===== config.mk =====
export PLATFORM = sky130hd
export DESIGN_NAME = fedl_mix
export DESIGN_NICKNAME = d
export VERILOG_FILES = /design/src/hw/rtl/fedl_pkg.sv /design/src/hw/rtl/fedl_mix.sv
export SDC_FILE = /design/constraint.sdc
export NUM_CORES = 1
export LEC_CHECK = 0
export ABC_CLOCK_PERIOD_IN_PS = 24800
export CAP_MARGIN = 10
export CORE_AREA = 10 10 178 180
export DETAILED_ROUTE_END_ITERATION = 8
export DIE_AREA = 0 0 188 190
export DONT_BUFFER_PORTS = 1
export PLACE_DENSITY_LB_ADDON = 0.08
export SYNTH_ARGS = -nofsm -noshare
export SYNTH_HDL_FRONTEND = slang
export SYNTH_SLANG_ARGS = --single-unit

===== constraint.sdc =====
create_clock -name vclk -period 24.8
set_clock_uncertainty 0.2 [all_clocks]
set_input_delay 3.72 -clock vclk [all_inputs]
set_output_delay 3.72 -clock vclk [all_outputs]
set_load 0.01 [all_outputs]

===== src/hw/rtl/fedl_pkg.sv =====
`timescale 1ns / 1ps
// Shared constants, types and helpers for the feedback echo delay line.
package fedl_pkg;

  localparam int MEMORY_DEPTH_DEFAULT = 131072;

  localparam int SAMPLE_W    = 16;
  localparam int CFG_DATA_W  = 18;
  localparam int CFG_INDEX_W = 2;
  localparam int PCT_W       = 7;

  typedef logic signed [SAMPLE_W-1:0] sample_t;
  typedef logic [PCT_W-1:0]           pct_t;

  // Register indexes on the configuration port
  localparam logic [CFG_INDEX_W-1:0] REG_RING_LENGTH   = 2'd0;
  localparam logic [CFG_INDEX_W-1:0] REG_DELAY_SAMPLES = 2'd1;
  localparam logic [CFG_INDEX_W-1:0] REG_FEEDBACK_PCT  = 2'd2;
  localparam logic [CFG_INDEX_W-1:0] REG_VOLUME_PCT    = 2'd3;

  localparam int   RESET_RING_LENGTH   = 96000;
  localparam int   RESET_DELAY_SAMPLES = 48000;
  localparam pct_t RESET_FEEDBACK_PCT  = 7'd50;
  localparam pct_t RESET_VOLUME_PCT    = 7'd50;

  localparam pct_t PCT_MAX = 7'd100;

  // x/100 as (x * RECIP) >> RECIP_SHIFT, exact for x < 2^22
  localparam int RECIP_SHIFT = 29;
  localparam int RECIP       = 5368710;
  localparam int COEF_W      = 30;
  localparam int MAG_W       = SAMPLE_W + 1;

  typedef logic [COEF_W-1:0] coef_t;

  // Output queue
  localparam int OQ_DEPTH = 3;
  localparam int OQ_AW    = 2;

  // Percent clamped to 100, folded with the reciprocal of 100
  function automatic coef_t pct_coef(input pct_t pct);
    pct_t        p;
    logic [31:0] full;
    p    = (pct > PCT_MAX) ? PCT_MAX : pct;
    full = 32'(p) * 32'(RECIP);
    return full[COEF_W-1:0];
  endfunction

  function automatic sample_t sat16(input logic signed [SAMPLE_W+1:0] v);
    if (v > 18'sd32767) begin
      return 16'sh7fff;
    end else if (v < -18'sd32768) begin
      return 16'sh8000;
    end
    return v[SAMPLE_W-1:0];
  endfunction

endpackage


===== src/hw/rtl/fedl_mix.sv =====
`timescale 1ns / 1ps
// Scales the delayed sample by a percent coefficient and adds it to the input.
module fedl_mix (
  input  fedl_pkg::sample_t x,
  input  fedl_pkg::sample_t echo,
  input  fedl_pkg::coef_t   coef,
  output fedl_pkg::sample_t y
);
  import fedl_pkg::*;

  logic                           neg;
  logic [SAMPLE_W-1:0]            mag;
  logic [SAMPLE_W+COEF_W-1:0]     prod;
  logic [MAG_W-1:0]               q;
  logic signed [SAMPLE_W+1:0]     sq;
  logic signed [SAMPLE_W+1:0]     sum;

  // magnitude times coefficient truncates toward zero, sign restored after
  always_comb begin
    neg  = echo[SAMPLE_W-1];
    mag  = neg ? SAMPLE_W'(-echo) : SAMPLE_W'(echo);
    prod = (SAMPLE_W+COEF_W)'(mag) * (SAMPLE_W+COEF_W)'(coef);
    q    = prod[RECIP_SHIFT +: MAG_W];
    sq   = neg ? -$signed({1'b0, q}) : $signed({1'b0, q});
    sum  = {{2{x[SAMPLE_W-1]}}, x} + sq;
    y    = sat16(sum);
  end

endmodule


======== Word level (Yosys, flattened, before mapping) ========
Index checks and enable logic that the tools add are counted.
storage, ports and cells
  flip-flop bits (word level) ............. 0
  input port bits ......................... 62
  output and inout port bits .............. 16
  logic and storage cells ................. 13
cells by class
  $add $sub $neg .......................... 3
  multiply operators ...................... 1
  magnitude comparators ................... 2
  muxes and demuxes ....................... 7
operators with widths
  cell                                                                     number
  16-bit 2-to-1 mux                                                        4
  16-bit by 30-bit multiplier with 46-bit output                           1
  18-bit adder                                                             1
  18-bit by 16-bit > comparator with 1-bit output (second input constant)  1
  18-bit by 16-bit < comparator with 1-bit output (second input constant)  1
  18-bit 2-to-1 mux                                                        1
  17-bit negation with 18-bit output                                       1
  16-bit negation                                                          1
  1-bit 2-to-1 mux                                                         2

======== Depth between registers and ports, before layout ========
  depth in word-level cells ............... 10
  depth in mapped cells ................... 50
  mapped depth without buffers ............ 46

======== Worst setup path after synthesis ========
No wires, ideal clock.
  path kind ............................... input to output
  from .................................... input port echo[3]
  to ...................................... output port y[10]
  arrival time ............................ 13714 ps
  required time ........................... 20880 ps
  path slack .............................. 7166 ps
  stages on the path ...................... 47
  buffers on the path ..................... 3
  cell sequence ........................... nor3_1 nand2b_1 nor4_1 nand3b_1 or2_2 o21ai_0 xnor2_1 clkbuf_1 nand2_1 fa_1 inv_1 fa_1 fa_1 fa_1 fa_1 inv_1 fa_1 inv_1 [... 11 more ...] nor2_1 a21oi_1 xor2_1 ha_1 nand3_1 o211ai_1 o41ai_2 nor3_1 nor4_1 o21ba_2 buf_2 o21bai_1 a21oi_1 xor2_1 xnor2_4 nor3_4 buf_6 a21o_1
on the way
  longest elaborated chain between the ends .. 10
  elaborated cells between the ends (all ways) .. 12
  classes of those cells .................. add/sub (3); mul (1); order compare (2); mux (6)
ends and longest elaborated chain
  what                                                RTL line        text
  start, declared                                     fedl_mix.sv:5   input fedl_pkg::sample_t echo,
  16-bit negation                                     fedl_mix.sv:21  mag = neg ? SAMPLE_W'(-echo) : SAMPLE_W'(echo);
  16-bit 2-to-1 mux (*)                               fedl_mix.sv:21
  16-bit by 30-bit multiplier with 46-bit output (*)  fedl_mix.sv:22  prod = (SAMPLE_W+COEF_W)'(mag) * (SAMPLE_W+COEF_W)'(coef);
  17-bit negation with 18-bit output                  fedl_mix.sv:24  sq = neg ? -$signed({1'b0, q}) : $signed({1'b0, q});
  18-bit 2-to-1 mux (*)                               fedl_mix.sv:24
  18-bit adder (*)                                    fedl_mix.sv:25  sum = {{2{x[SAMPLE_W-1]}}, x} + sq;
  18-bit by 16-bit < comparator with 1-bit output     fedl_pkg.sv:52  end else if (v < -18'sd32768) begin
  1-bit 2-to-1 mux                                    fedl_pkg.sv:52
  1-bit 2-to-1 mux                                    fedl_pkg.sv:50  if (v > 18'sd32767) begin
  16-bit 2-to-1 mux (*)                               fedl_pkg.sv:55  return v[SAMPLE_W-1:0];
  end, declared                                       fedl_mix.sv:7   output fedl_pkg::sample_t y
Mark *: on every way between the ends. The rest lies on a longest branch, timed or not.

======== Worst setup path after layout ========
  from .................................... input port echo[3]
  to ...................................... output port y[4]
The elaborated chain is that of the path after synthesis.

==> metrics.txt <==
status finished clean; crit path DAT 15.12 ns; full die area 35700 um^2; Crit. End Element output pin; period utilization 76.8%; Synth Area in Simple Gates around a fifth; # clk buffers 0; post-layout min period 19.04 ns; cell area after synthesis 16600 um^2; RSZ-0062 raised after global routing no; largest net degree at the start of global routing 34; Max Fclk 52.5 MHz; via count 12800; Compound-Gate Fraction of Synth Area 7.87%; Final Hold Fails 0; met2 GRT Util around 44%; max-capacitance violation count 0; first drt pass iteration count 8; post-detail-place hpwl 35.5 mm; register area share after synthesis 0%; slew margin rel. 41.7%; GRT Overall Usage 25.3%; DR WL/cell 19.0 um; Worst Tran Pin Value 0.873 ns; synth warn 0; GR peak layer met2; DIE WIDTH 188 um; M3 GR Usage 4.58%; PostCTS Resize Cnt 0; starting density of the core 58.9%; main combinational cell family by area after synthesis adder cells; most frequent CP cell fa_1; nets 2512; syn avg cell area 8.32 um^2; Die Y 190 um; setup TNS 0 ns; std cell rows between 60 and 70; GR Layer Usage met1 31.9%; Residual DRC 0; Hold Slack about 7.6 ns; grt total ovfl 0; XOR/XNOR Fraction of Synth Area about 3%; WL final around 44 mm; layout cells sized above 1 3.01%; crit path kind in -> out; CP delay by family, top adder cells; Worst Setup Slack, final 5.76 ns; Crit-path slowest cell nor4_1; vias in the first global route 13800; CP peak stage delay 0.53 ns; initial antenna violation count 0; dpl ws 5.91 ns; first-pass GRT wire length 72.7 mm; Startpoint Class input port; PortBufs 0; drt first-iter violations 794; final setup vio count 0; register cell area after layout 0 um^2; worst hold path type in -> out; Routed Antenna Nets 0; count of flip-flops and latches 0; total core area 28200 um^2; Slew Viols, Final 0; Critical Path RT 20.88 ns; Synth Net Count 2586; GP Congestion 0.936; fin util about three fifths; Mapped Cells 2000; n_diodes 0; area grow syn2layout 1.99%; fillcell total 2669; crit path buf inv count 3; Post-Synth Adder-Cell Area roughly 57%; vias per cell 5.56; I/O pins 78; Worst Path Max Fanout 22; CTS Hold Bufs 0; mux contribution to synthesized area 0.278%; setup bufs post-CTS 0; synth unique cells 74
[per-stage QoR]
stage          instance area [um^2]  cells
2_1_floorplan                 16600   2000
3_3_place_gp                  17000   2308
3_5_place_dp                  17000   2308
4_1_cts                       17000   2308
5_1_grt                       17000   2308
6_report                      17000   2308
[cell families (layout without fill, tap and decap cells)]
family          Yosys count  after routing
simple gates            672            672
fa+ha+maj               524            524
compound gates          180            180
buf+inv                 565            489
mux                       4              4
xor+xnor                 55             55
[cell usage after synthesis, types with 3 or more instances]
master | n | area (um^2)
inv_1 | 474 | 1780
fa_1 | 390 | 7810
nand2_1 | 386 | 1450
and2_1 | 146 | 913
ha_1 | 134 | 1680
clkbuf_1 | 85 | 319
nor2_1 | 43 | 161
a21oi_1 | 41 | 205
xnor2_1 | 32 | 280
o21ai_0 | 31 | 155
a21o_1 | 25 | 188
nor3_1 | 23 | 115
xor2_1 | 22 | 193
nand3_1 | 14 | 70.1
o211ai_1 | 10 | 75.1
o21a_1 | 9 | 67.6
and3_1 | 8 | 50.1
o31ai_1 | 8 | 60.1
or3_1 | 8 | 50.1
a211oi_1 | 7 | 52.6
nor2b_1 | 6 | 37.5
nor4_1 | 6 | 37.5
o21bai_1 | 6 | 45.0
nand2b_1 | 5 | 31.3
nand4_1 | 5 | 31.3
and4_1 | 4 | 35.0
or2_2 | 4 | 25.0
a211o_1 | 3 | 26.3
a211oi_2 | 3 | 37.5
a31oi_1 | 3 | 18.8
o221ai_1 | 3 | 26.3
o41ai_1 | 3 | 26.3
[final timing paths]
| path | to | startpoint | cells past startpoint | slack, ns |
|---|---|---|---|---|
| max | y[4] | echo[3] | 43 | 5.76 |
| min | y[15] | x[15] | 2 | 7.58 |
[per-layer routing]
layer	share of wire (%)	wire length (um)
met3	7.8	3410
met2	50	21800
met1	40	17500
met5	0	0
met4	2.5	1110
[cells in the final DEF, fill, tap and decap left out, types with 9 or more instances in the layout]
cell type,instances
inv_1,474
xor2_1,19
o21a_1,9
nor2_1,43
nand3_1,14
a21o_1,25
xnor2_1,22
a21oi_1,41
ha_1,134
and2_1,146
nor3_1,23
nand2_1,386
xnor2_2,10
buf_4,14
o211ai_1,10
fa_1,390
o21ai_0,31
[area by class of cell]
| class | instances | area (um^2) | share of cell area, % |
|---|---|---|---|
| multi-input cells | 1435 | 14600 | 86.0 |
| well taps | 384 | 480 | 2.83 |
| inverters | 475 | 1780 | 10.5 |
| repair buffers | 14 | 105 | 0.620 |
Power is left out: the tool's default activity adds up to more than one toggle a clock period on the data nets, which glitch-free logic cannot reach.
