$ cat config.mk
export PLATFORM = sky130hd
export DESIGN_NAME = fedl_out_fifo
export DESIGN_NICKNAME = d
export VERILOG_FILES = /design/src/hw/rtl/fedl_pkg.sv /design/src/hw/rtl/fedl_out_fifo.sv
export SDC_FILE = /design/constraint.sdc
export NUM_CORES = 1
export LEC_CHECK = 0
export BUFFER_PORTS_ARGS = -buffer_cell sky130_fd_sc_hd__buf_2
export CAP_MARGIN = 20
export CORE_MARGIN = 2
export CORE_UTILIZATION = 48
export DETAILED_ROUTE_END_ITERATION = 7
export GPL_ROUTABILITY_DRIVEN = 0
export GPL_TIMING_DRIVEN = 0
export PLACE_DENSITY_LB_ADDON = 0.15
export SYNTH_ARGS = -nofsm -noshare
export SYNTH_HDL_FRONTEND = slang
export SYNTH_SLANG_ARGS = --single-unit
$ cat constraint.sdc
create_clock -name clk -period 1.8 [get_ports clk]
set_input_delay 0.09 -clock clk [delete_from_list [all_inputs] [get_ports clk]]
set_output_delay 0.09 -clock clk [all_outputs]
set_load 0.01 [all_outputs]
$ cat src/hw/rtl/fedl_pkg.sv
`timescale 1ns / 1ps
// Shared constants, types and helpers for the feedback echo delay line.
package fedl_pkg;

  localparam int MEMORY_DEPTH_DEFAULT = 131072;

  localparam int SAMPLE_W    = 16;
  localparam int CFG_DATA_W  = 18;
  localparam int CFG_INDEX_W = 2;
  localparam int PCT_W       = 7;

  typedef logic signed [SAMPLE_W-1:0] sample_t;
  typedef logic [PCT_W-1:0]           pct_t;

  // Register indexes on the configuration port
  localparam logic [CFG_INDEX_W-1:0] REG_RING_LENGTH   = 2'd0;
  localparam logic [CFG_INDEX_W-1:0] REG_DELAY_SAMPLES = 2'd1;
  localparam logic [CFG_INDEX_W-1:0] REG_FEEDBACK_PCT  = 2'd2;
  localparam logic [CFG_INDEX_W-1:0] REG_VOLUME_PCT    = 2'd3;

  localparam int   RESET_RING_LENGTH   = 96000;
  localparam int   RESET_DELAY_SAMPLES = 48000;
  localparam pct_t RESET_FEEDBACK_PCT  = 7'd50;
  localparam pct_t RESET_VOLUME_PCT    = 7'd50;

  localparam pct_t PCT_MAX = 7'd100;

  // x/100 as (x * RECIP) >> RECIP_SHIFT, exact for x < 2^22
  localparam int RECIP_SHIFT = 29;
  localparam int RECIP       = 5368710;
  localparam int COEF_W      = 30;
  localparam int MAG_W       = SAMPLE_W + 1;

  typedef logic [COEF_W-1:0] coef_t;

  // Output queue
  localparam int OQ_DEPTH = 3;
  localparam int OQ_AW    = 2;

  // Percent clamped to 100, folded with the reciprocal of 100
  function automatic coef_t pct_coef(input pct_t pct);
    pct_t        p;
    logic [31:0] full;
    p    = (pct > PCT_MAX) ? PCT_MAX : pct;
    full = 32'(p) * 32'(RECIP);
    return full[COEF_W-1:0];
  endfunction

  function automatic sample_t sat16(input logic signed [SAMPLE_W+1:0] v);
    if (v > 18'sd32767) begin
      return 16'sh7fff;
    end else if (v < -18'sd32768) begin
      return 16'sh8000;
    end
    return v[SAMPLE_W-1:0];
  endfunction

endpackage

$ cat src/hw/rtl/fedl_out_fifo.sv
`timescale 1ns / 1ps
// Small result queue between the datapath and the output channel.
module fedl_out_fifo (
  input  logic                          clk,
  input  logic                          rst,
  input  logic                          push,
  input  fedl_pkg::sample_t             push_data,
  output logic [fedl_pkg::OQ_AW-1:0]    count,
  output logic                          out_valid,
  input  logic                          out_stall,
  output fedl_pkg::sample_t             sample_out
);
  import fedl_pkg::*;

  sample_t            q [OQ_DEPTH];
  logic [OQ_AW-1:0]   head;
  logic [OQ_AW-1:0]   tail;
  logic [OQ_AW-1:0]   count_next;
  logic               pop;

  function automatic logic [OQ_AW-1:0] ptr_inc(input logic [OQ_AW-1:0] p);
    return (p == OQ_AW'(OQ_DEPTH - 1)) ? '0 : p + 1'b1;
  endfunction

  assign out_valid  = (count != '0);
  assign pop        = out_valid && !out_stall;
  assign sample_out = q[head];

  always_comb begin
    case ({push, pop})
      2'b10:   count_next = count + 1'b1;
      2'b01:   count_next = count - 1'b1;
      default: count_next = count;
    endcase
  end

  always_ff @(posedge clk) begin
    if (push) begin
      q[tail] <= push_data;
    end
    if (rst) begin
      head  <= '0;
      tail  <= '0;
      count <= '0;
    end else begin
      count <= count_next;
      if (push) begin
        tail <= ptr_inc(tail);
      end
      if (pop) begin
        head <= ptr_inc(head);
      end
    end
  end

endmodule

# After elaboration in Yosys (flattened, before gate mapping)

Memory sizes are Yosys's and may differ from the RTL's. A register that Yosys moved wholly into a read port is not among the register bits.
Index checks and enable logic that the tools add are counted.

Register bits after elaboration: 6
Latch bits: 0
Bits in writable memories: 48
Bits in read-only memories: 0
Bits of input ports: 20
Output and inout bits: 19
Logic and storage cells: 23
Memories: 1

Memory list:

| memory | words | width | read ports | clocked after memory_dff | write ports | RTL line            | RTL |
|---|---|---|---|---|---|---|---|
| q      | 3     | 16    | 1          | 1                        | 1           | fedl_out_fifo.sv:15 | `sample_t q [OQ_DEPTH];` |

Add/subtract/negate cells: 4
Multipliers: 0
Divide/modulo/power cells: 0
$lt $le $gt $ge: 0
Eq/ne operators: 4
Shift-type cells: 0
Muxes and demuxes: 7
Bitwise gates (word level): 0
Reduce and logical (&&, ||, !) cells: 4

Operator list:

| operator                                          | count |
|---|---|
| 2-to-1 mux 2 bit                                  | 4 |
| adder 2 x 1 -> 2 bit (second input constant)      | 3 |
| == test 2 bit (second input constant)             | 3 |
| case mux 2 bit (2 select lines)                   | 1 |
| nonzero test 2 bit                                | 2 |
| == test 2 x 1 -> 1 bit (second input constant)    | 1 |
| 2-to-1 mux 1 bit                                  | 2 |
| subtractor 2 x 1 -> 2 bit (second input constant) | 1 |
| logical AND 1 bit                                 | 1 |
| zero test 1 bit                                   | 1 |

# Logic depth before layout (Yosys ltp)

Gate-level depths: netlist of the first run.

Word-level depth: 4
Gate-level depth with buffers: 6
Mapped depth without buffers: 6

# Least setup slack after synthesis of the first run

No wires, ideal clock.

Path kind: register -> register
Start point: register tail[0]
End point: memory q[0][0] (netlist bit) (enable)
Setup time: 0.412 ns
Arrival time: 1.539 ns
Required time: 1.388 ns
Setup slack: -0.151 ns
Cell stages (with the launch flop): 2
Buffers on the path: 0
Clock period less this slack: 1.951 ns
Cell sequence: dfxtp_1 nor3_1

RTL lines:

| what                     | RTL line            | RTL |
|---|---|---|
| start: declaration       | fedl_out_fifo.sv:17 | `logic [OQ_AW-1:0] tail;` |
| start signal: assignment | fedl_out_fifo.sv:48 | `tail <= ptr_inc(tail);` |
| end: declaration         | fedl_out_fifo.sv:15 |  |

No word-level cell before the write port.

# Worst setup path in the final report of the first run

Start point: register count[0] (netlist bit)
End point: register count[1] (netlist bit)

Longest elaborated chain between the ends: 4
Elaborated cells on any way between the ends: 8
Classes of those cells: add/sub: 2; eq/ne: 2; mux: 1; reduce/logical: 3

Ends and longest elaborated chain:

| what                                                                  | RTL line            | RTL |
|---|---|---|
| start: declaration                                                    | fedl_out_fifo.sv:8  | `output logic [fedl_pkg::OQ_AW-1:0] count,` |
| start signal: assignment                                              | fedl_out_fifo.sv:46 | `count <= count_next;` |
| nonzero test 2 bit                                                    | fedl_out_fifo.sv:25 | `assign out_valid = (count != '0);` |
| logical AND 1 bit                                                     | fedl_out_fifo.sv:26 | `assign pop = out_valid && !out_stall;` |
| == test 2 x 1 -> 1 bit or == test 2 bit (tied branches)               | fedl_out_fifo.sv:30 | `case ({push, pop})` |
| case mux 2 bit (2 select lines) or nonzero test 2 bit (tied branches) | --                  |  |

Parallel ways exist; a longest one is shown, timed or not.
A chain may end at the register's enable or synchronous reset.

==> results.cfg, run 1 <==
[pwr]
total_power_mw = 2.80
power_per_cell_area_nw_per_um2 = 1080
power.ir.vdd_worst_uv = 601
p_leak_nw = 0.929

[sta]
worst_slew_pin_tran_ns = 0.884
setup_slack_ns = 0.189
fin_worst_hold_slack_ns = 0.0273
report.final.hold_viol_count = 0
rsz0062_at_grt = false
worst_slew_margin_rel_pct = 40.9
worst_clock_skew_on_the_final_layout_ns = 0.00443
final.min_clock_period_ns = 1.61
timing.final.setup_violations = 0
finalCritPeriodShare_pct = 89.5
timing.final.max_slew_violations = 0
max_clock_freq_mhz = 621
tns_ns = 0

[critical_path]
cp-start-kind = flop
critical_path.endpoint_type = flop
crit_fanout = 5
crit_end = count[1]
worst_setup_path_category = flop to flop
reg2reg_from = count[0]
arrival_ns = 1.85
register_to_register_setup_slack_ns = 0.19
worst_path_max_delay_cell = sky130_fd_sc_hd__dfxtp_1
critPathRequiredTime_ns = 2.03
reg2reg_path_depth = 5
critical_path.max_stage_delay_ns = 0.36
regToRegEndpoint = count[1]
cp_cell_sequence = o21bai_1 > inv_1 > ha_1 > or3_1 > a21oi_1
critical_path.startpoint = count[0]

[final_layout]
layout.area.seq_um2 = 1600
multi_input_area_um2 = 457
fill_cells = 319
syn_to_final_growth_pct = 24.3
mostFrequentLayoutCells = sky130_fd_sc_hd__edfxtp_1 (48), sky130_fd_sc_hd__buf_2 (38), sky130_fd_sc_hd__nand2_1 (19)
post_layout_nonfiller_instances = 245
post_layout_instance_area_um2 = 2580
fin_util_pct = 63.2
insertedDiodeCount = 0
number_of_nets_in_the_layout = 216
drive_gt1_share_pct = 26.2
mostFrequentLayoutCell = sky130_fd_sc_hd__edfxtp_1

[place]
preCtsSetupSlack_ns = 0.200
hpwlAfterDp_um = 2400
place.detailed.instances = 222
io_buffer_count = 38
placement_cell_area_um2 = 2340

[floorplanning]
core-area_um2 = 4090
placementRows = 23
fp.dieW_um = 69.8
start_util_pct = 50.9
design.die.area_um2 = 4870
floorplan.io_pins = 39
die_h_um = 69.8

[synth]
synth.cell_area_um2 = 2080
combinational_family_with_the_most_area_after_synthesis = multiplexers
postSynth.topFlopCell = sky130_fd_sc_hd__edfxtp_1
number_of_warnings_issued_by_yosys = 0
synthArstFlopShare_pct = 0
synth_fa_ha_area_share_pct = 0.602
synth_net_count = 155
post_synth_and_or_nand_nor_area_fraction_pct = 6.26
synthesis_stage_register_bit_count = 56
synth-edff-count = 48
syn-instance-count = 134
muxShareOfSynthArea_pct = 7.71
seq_area_frac_synth_pct = 77.1
xor_xnor_cell_area_share_of_the_yosys_netlist_pct = 0.843
syn-mean-instance-area_um2 = 15.5
number_of_distinct_library_cells_after_synthesis = 22
synth-compound-area-share_pct = 5.90

[drt]
detailroute.via_count = 1230
drt_drc_violations_left = 0
detail_route.wirelength_um = 3740
detailedRoute.firstIterationViolations = 84
via_per_inst = 5.02
final_antenna_net_count = 0
detailedRoute.firstPassIterationCount = 4
drt-wirelength-per-cell_um = 15.3

[run_status]
run_status = complete, no violations

[clock_tree]
clock_path_buffers = 2
cts_root_buffer = sky130_fd_sc_hd__clkbuf_8
cts.sinks = 56
htreeDepth = 2
cts_buffers = 5
worstSkewPairLatency_ns = 0.30
path_clk_slew_ns = 0.08
cts_tree = built
post_cts_buffers = 0

[grt]
antenna_found_initial = 0
global_route.usage.total_pct = 16.7
global_route_wire_length_before_repair_um = 6080
first_global_vias = 1309
gr-total-overflow = 0
grt_max_degree = 18

[worst_hold_path]
worst_hold_path_type = primary input to flop

[job]
cap_violations = 0
## worst max-delay path, delay by kind of cell, from the launching register on
family	cells	cell delay, ns
flip-flops	1	0.36
buffers and inverters	1	0.08
adder cells (fa/ha/maj)	1	0.31
AND/OR/NAND/NOR	1	0.36
AO/OA/AOI/OAI	2	0.43
## registers in the layout (all words and copies together) (netlist names), named ones only
register,count
count,2
head,2
q,48
tail,2
## cell usage after synthesis, types with 2 or more instances
cell type	n	share of area [%]
sky130_fd_sc_hd__edfxtp_1	48	69
sky130_fd_sc_hd__o21ai_1	5	1.2
sky130_fd_sc_hd__nand2_1	19	3.4
sky130_fd_sc_hd__inv_1	2	0.36
sky130_fd_sc_hd__dfxtp_1	8	7.7
sky130_fd_sc_hd__a21oi_1	4	0.96
sky130_fd_sc_hd__or3_1	2	0.60
sky130_fd_sc_hd__nor2_1	3	0.54
sky130_fd_sc_hd__mux2i_1	16	7.7
sky130_fd_sc_hd__buf_4	2	0.72
sky130_fd_sc_hd__o21ai_0	12	2.9
sky130_fd_sc_hd__clkbuf_1	3	0.54
## where the power goes
part / total (mW) / internal, mW / switching, mW
clock network: 0.628 / 0.265 / 0.363
logic: 0.619 / 0.289 / 0.330
registers: 1.55 / 1.50 / 0.0492
## routing by layer
layer | up-vias | wire length, µm | track usage [%]
met4 | 0 | 24 | 5.77
li1 | 612 | - | -
met1 | 588 | 1610 | 18.6
met5 | - | 0 | 0
met3 | 2 | 145 | 5.67
met2 | 28 | 1960 | 29.7
## worst min path at each step
stage               cells past startpoint       end          from  slack [ns]
finish                                  2  count[1]           rst        0.03
global route                            2  count[1]           rst        0.01
CTS                                     2  count[1]           rst        0.02
detailed placement                      1   q[2][4]  push_data[4]        0.29
global placement                        1   q[1][1]  push_data[1]        0.29
floorplan                               1  count[1]           rst        0.16
## area by class of cell
type | instances | share of cell area [%]
sequential | 56 | 62.0
multi-input combinational | 71 | 17.7
timing repair buffer | 54 | 13.6
clock buffer | 6 | 2.81
tap | 50 | 2.42
buffer | 5 | 1.07
inverter | 2 | 0.291
clock inverter | 1 | 0.194
## cell families after synthesis
kind of cell | Yosys count
AO/OA/AOI/OAI | 23
flip-flops | 56
multiplexers | 16
adder cells (fa/ha/maj) | 1
AND/OR/NAND/NOR | 29
buffers and inverters | 7
XOR/XNOR | 2
## timing repair
action                                 4_1_cts  5_1_grt
endpoints found under the hold margin       48        0
resized for setup                            0        2
hold buffers                                16        0
setup endpoints to repair                    0        1
Power figures use the tool's default switching activity.
==> run 2, diff against run 1 <==
--- a/config.mk
+++ b/config.mk
@@ -5,7 +5,7 @@
 export SDC_FILE = /design/constraint.sdc
 export NUM_CORES = 1
 export LEC_CHECK = 0
-export BUFFER_PORTS_ARGS = -buffer_cell sky130_fd_sc_hd__buf_2
+export BUFFER_PORTS_ARGS = -buffer_cell sky130_fd_sc_hd__buf_4
 export CAP_MARGIN = 20
 export CORE_MARGIN = 2
 export CORE_UTILIZATION = 48
==> results.cfg, run 2 (synthesis gave the netlist of run 1 again) <==
[worst_hold_path]
hold-path-endpoint = tail[0]
holdPathStages = 3
hp-start = push
worst_hold_path_type = primary input to flop

[critical_path]
worst_path_max_delay_cell = sky130_fd_sc_hd__dfxtp_1
cpLargestDelayFamily = buffers and inverters
critical_path.endpoint_type = primary output
arrival_ns = 1.52
crit_top_cell = sky130_fd_sc_hd__buf_4
regToRegEndpoint = count[1]
crit_fanout = 10
register_to_register_setup_slack_ns = 0.21
worst_setup_path_category = flop to primary output
critical_path.max_stage_delay_ns = 0.32
cp_cell_sequence = buf_4 > buf_4 > mux2i_1 > o21ai_1 > buf_4
path_buf_inv = 3
critPathRequiredTime_ns = 1.71
reg2reg_path_depth = 5
reg2reg_from = count[0]
cp-start-kind = flop

[grt]
grt_max_degree = 18
global_route.usage.total_pct = 16.7
grtUsageMet1_pct = 18.8
global_route_wire_length_before_repair_um = 6150
gr-total-overflow = 0
first_global_vias = 1280
grt-busiest-layer = met2
globalRouteMet2Util_pct = 30.4
antenna_found_initial = 0
grt_use_met3_pct = 4.80

[pwr]
sw_share_pct = 25.4
total_power_mw = 2.98
power.ir.vdd_worst_uv = 630
power_switching_mw = 0.758
seq_power_share_pct = 52.1
p_leak_nw = 0.970
clockPowerShare_pct = 23.9
power_report.internal_total_mw = 2.22
power_per_cell_area_nw_per_um2 = 1100
p_comb_share_pct = 23.9

[sta]
timing.final.max_slew_violations = 0
rsz0062_at_grt = false
timing.final.setup_violations = 0
finalCritPeriodShare_pct = 89.6
max_clock_freq_mhz = 620
report.final.hold_viol_count = 0
final.min_clock_period_ns = 1.61
worst_slew_pin_tran_ns = 0.899
worst_clock_skew_on_the_final_layout_ns = 0.00316
worst_slew_margin_rel_pct = 39.9

[clock_tree]
cts_tree = built
path_clk_slew_ns = 0.09
worstSkewPairLatency_ns = 0.30
cts.sinks = 56
clock_path_buffers = 2
htreeDepth = 2
cts_root_buffer = sky130_fd_sc_hd__clkbuf_8
cts_buffers = 5

[floorplanning]
placementRows = 23
floorplan.io_pins = 39
design.die.area_um2 = 4870
fp.dieW_um = 69.8
die_h_um = 69.8
core-area_um2 = 4090
start_util_pct = 50.9

[job]
cap_violations = 0

[final_layout]
largest_register = q
mostFrequentLayoutCells = sky130_fd_sc_hd__edfxtp_1 (48), sky130_fd_sc_hd__buf_4 (40), sky130_fd_sc_hd__nand2_1 (19)
post_layout_instance_area_um2 = 2710
syn_to_final_growth_pct = 30.6
largest_reg_flops = 48
number_of_nets_in_the_layout = 217
fill_cells = 302
insertedDiodeCount = 0
drive_gt1_share_pct = 26.4
mostFrequentLayoutCell = sky130_fd_sc_hd__edfxtp_1

[drt]
detailedRoute.firstPassIterationCount = 4
drt-wirelength-per-cell_um = 15.3
via_per_inst = 5.10
detailedRoute.firstIterationViolations = 73
drt_drc_violations_left = 0
final_antenna_net_count = 0
detailroute.via_count = 1259
detail_route.wirelength_um = 3790

[place]
hpwlAfterDp_um = 2470
io_buffer_count = 38
placement_cell_area_um2 = 2440

[run_status]
run_status = complete, no violations
run 2: power by group through the flow:
stage	Sequential (mW)	Clock (mW)	Combinational (mW)
after CTS	1.55	0.738	0.725
after global routing	1.56	0.794	0.769
after floorplan	1.57	0	0.372
after global placement	1.57	0	0.666
final	1.55	0.713	0.713
after detailed placement	1.58	0	0.693
run 2: tightest hold or removal path, cell delays in order:
cell                      delay, ns
sky130_fd_sc_hd__buf_4         0.10
sky130_fd_sc_hd__nor2b_1       0.04
sky130_fd_sc_hd__o21ba_2       0.18
run 2: layout make-up:
type,count,area [µm²],area share (%)
sequential,56,1600,59.0
tap,50,62.6,2.31
inverter,2,7.51,0.277
timing repair buffer,55,455,16.8
clock buffer,8,100,3.69
buffer,5,26.3,0.968
multi-input combinational,71,460,17.0
run 2: metal layers:
metal / share of wire [%] / vias to the layer above
met5: 0 / -
met4: 1.3 / 0
met3: 4.2 / 6
met2: 54 / 31
met1: 41 / 607
li1: - / 615
run 2: what timing repair did:
action / in CTS / in global routing
gates resized for setup: 0 / 1
endpoints found under the hold margin: 55 / 0
setup endpoints to repair: 0 / 1
hold buffers: 17 / 0
buffers inserted: 0 / 0
run 2: worst max-delay path by stage:
stage | startpoint | to | slack, ns | depth (start not counted)
6_report | flop | sample_out[11] | 0.19 | 5
5_1_grt | flop | sample_out[2] | 0.02 | 4
4_1_cts | count[0] | count[1] | 0.08 | 5
3_5_place_dp | count[0] | count[1] | 0.12 | 5
3_3_place_gp | tail[1] | q[2][9] | -0.20 | 2
2_1_floorplan | tail[1] | q[2][0] | 0.30 | 2
run 2: per-stage QoR:
| stage | setup slack, ns | setup TNS [ns] | hold slack [ns] | util (%) | cells |
|---|---|---|---|---|---|
| final | 0.188 | 0 | 0.149 | 66.4 | 247 |
| after global routing | 0.0174 | 0 | 0.132 | 66.4 | 247 |
| after CTS | 0.0844 | 0 | 0.138 | 66.3 | 247 |
| after detailed placement | 0.117 | 0 | 0.286 | 59.7 | 222 |
| after global placement | -0.203 | -5.09 | 0.282 | 59.5 | 222 |
| after floorplan | 0.302 | 0 | 0.159 | - | 134 |
==> run 3, diff against run 2 <==
--- a/config.mk
+++ b/config.mk
@@ -12,7 +12,7 @@
 export DETAILED_ROUTE_END_ITERATION = 7
 export GPL_ROUTABILITY_DRIVEN = 0
 export GPL_TIMING_DRIVEN = 0
-export PLACE_DENSITY_LB_ADDON = 0.15
+export PLACE_DENSITY = 0.73
 export SYNTH_ARGS = -nofsm -noshare
 export SYNTH_HDL_FRONTEND = slang
 export SYNTH_SLANG_ARGS = --single-unit
==> results.cfg, run 3 (synthesis gave the netlist of run 1 again) <==
[floorplanning]
start_util_pct = 50.9
floorplan.io_pins = 39
fp.dieW_um = 69.8
placementRows = 23
design.die.area_um2 = 4870
core-area_um2 = 4090
die_h_um = 69.8

[final_layout]
number_of_nets_in_the_layout = 218
insertedDiodeCount = 0
largest_register = q
largest_reg_flops = 48
mostFrequentLayoutCells = sky130_fd_sc_hd__edfxtp_1 (48), sky130_fd_sc_hd__buf_4 (40), sky130_fd_sc_hd__nand2_1 (19)
mostFrequentLayoutCell = sky130_fd_sc_hd__edfxtp_1
drive_gt1_share_pct = 27.3
syn_to_final_growth_pct = 31.9

[clock_tree]
cts_buffers = 5
cts_root_buffer = sky130_fd_sc_hd__clkbuf_8
path_clk_slew_ns = 0.09
clock_path_buffers = 2
cts.sinks = 56
cts_tree = built
worstSkewPairLatency_ns = 0.31
htreeDepth = 2

[critical_path]
critical_path.startpoint = count[0]
path_buf_inv = 1
cpLargestDelayFamily = compound AO/OA/AOI/OAI gates
cp-start-kind = flop
cp_cell_sequence = o21bai_1 > inv_1 > ha_1 > or3_1 > a21oi_1
critical_path.endpoint_type = flop
critPathRequiredTime_ns = 2.04
worst_path_max_delay_cell = sky130_fd_sc_hd__dfxtp_1
arrival_ns = 1.92
reg2reg_from = count[0]
worst_setup_path_category = flop to flop
critical_path.max_stage_delay_ns = 0.37
crit_fanout = 5

[pwr]
p_comb_share_pct = 23.3
power_report.internal_total_mw = 2.31
power_switching_mw = 0.773
clockPowerShare_pct = 26.4
power_per_cell_area_nw_per_um2 = 1120
total_power_mw = 3.08
sw_share_pct = 25.1
p_leak_nw = 0.991
seq_power_share_pct = 50.3
power.ir.vdd_worst_uv = 948

[sta]
timing.final.setup_violations = 0
worst_clock_skew_on_the_final_layout_ns = 0.00945
worst_slew_margin_rel_pct = 42.0
report.final.hold_viol_count = 0
worst_slew_pin_tran_ns = 0.870
final.min_clock_period_ns = 1.68
setup_slack_ns = 0.120
rsz0062_at_grt = false
finalCritPeriodShare_pct = 93.3
max_clock_freq_mhz = 595
timing.final.max_slew_violations = 0

[drt]
detail_route.wirelength_um = 3900
final_antenna_net_count = 0
drt_drc_violations_left = 0
detailedRoute.firstIterationViolations = 94
drt-wirelength-per-cell_um = 15.7
detailedRoute.firstPassIterationCount = 4
detailroute.via_count = 1269
via_per_inst = 5.12

[grt]
antenna_found_initial = 0
global_route.usage.total_pct = 17.0
grt_max_degree = 18
first_global_vias = 1318
global_route_wire_length_before_repair_um = 6270
gr-total-overflow = 0

[place]
preCtsSetupSlack_ns = 0.137
hpwlAfterDp_um = 2560
io_buffer_count = 38

[worst_hold_path]
worst_hold_path_type = primary input to flop
hp-start = push

[job]
cap_violations = 0

[run_status]
run_status = complete, no violations
-- run 3: tightest hold or removal path, delay by kind of cell --
kind | cells | cell delay, ns
compound gates | 1 | 0.18
buf+inv | 1 | 0.09
simple gates | 1 | 0.04
-- run 3: stage by stage --
| stage | instance area, µm² | util [%] | hold slack (ns) | cells | setup TNS, ns |
|---|---|---|---|---|---|
| 6_report | 2740 | 67.1 | 0.132 | 248 | 0 |
| 3_3_place_gp | 2430 | 59.5 | 0.282 | 222 | -4.03 |
| 2_1_floorplan | 2080 | - | 0.159 | 134 | 0 |
| 4_1_cts | 2740 | 67.1 | 0.122 | 248 | 0 |
| 3_5_place_dp | 2450 | 59.9 | 0.286 | 223 | 0 |
| 5_1_grt | 2740 | 67.1 | 0.126 | 248 | 0 |
-- run 3: routing by layer --
metal	GRT usage (%)	routed length, µm	up-vias
li1	-	-	614
met1	19.6	1620	617
met2	30.6	2060	31
met3	5.38	174	7
met4	4.49	43	0
met5	0	0	-
-- run 3: final timing paths --
path	slack [ns]	cells after the start	endpoint
worst max-delay path	0.12	5	count[1]
worst min-delay path	0.13	3	tail[0]
worst max register to register	0.12	5	count[1]
worst min register to register	0.50	2	head[0]
-- run 3: power by group through the flow --
stage / registers [mW] / logic, mW / clock network, mW
after floorplan: 1.57 / 0.372 / 0
after global placement: 1.57 / 0.664 / 0
after detailed placement: 1.58 / 0.691 / 0
after CTS: 1.55 / 0.725 / 0.832
after global routing: 1.56 / 0.781 / 0.892
final: 1.55 / 0.717 / 0.814
-- run 3: cell type report --
class / instances / area [µm²]
sequential: 56 / 1600
inverter: 2 / 7.51
tap: 50 / 62.6
timing repair buffer: 56 / 470
clock buffer: 8 / 121
buffer: 5 / 27.5
multi-input combinational: 71 / 450
fill: 295 / 1350
-- run 3: what timing repair did --
item | CTS | global route
buffers inserted | 0 | 0
hold endpoints to repair | 55 | 0
setup endpoints to repair | 0 | 1
gates resized for setup | 0 | 2
hold buffers | 17 | 0
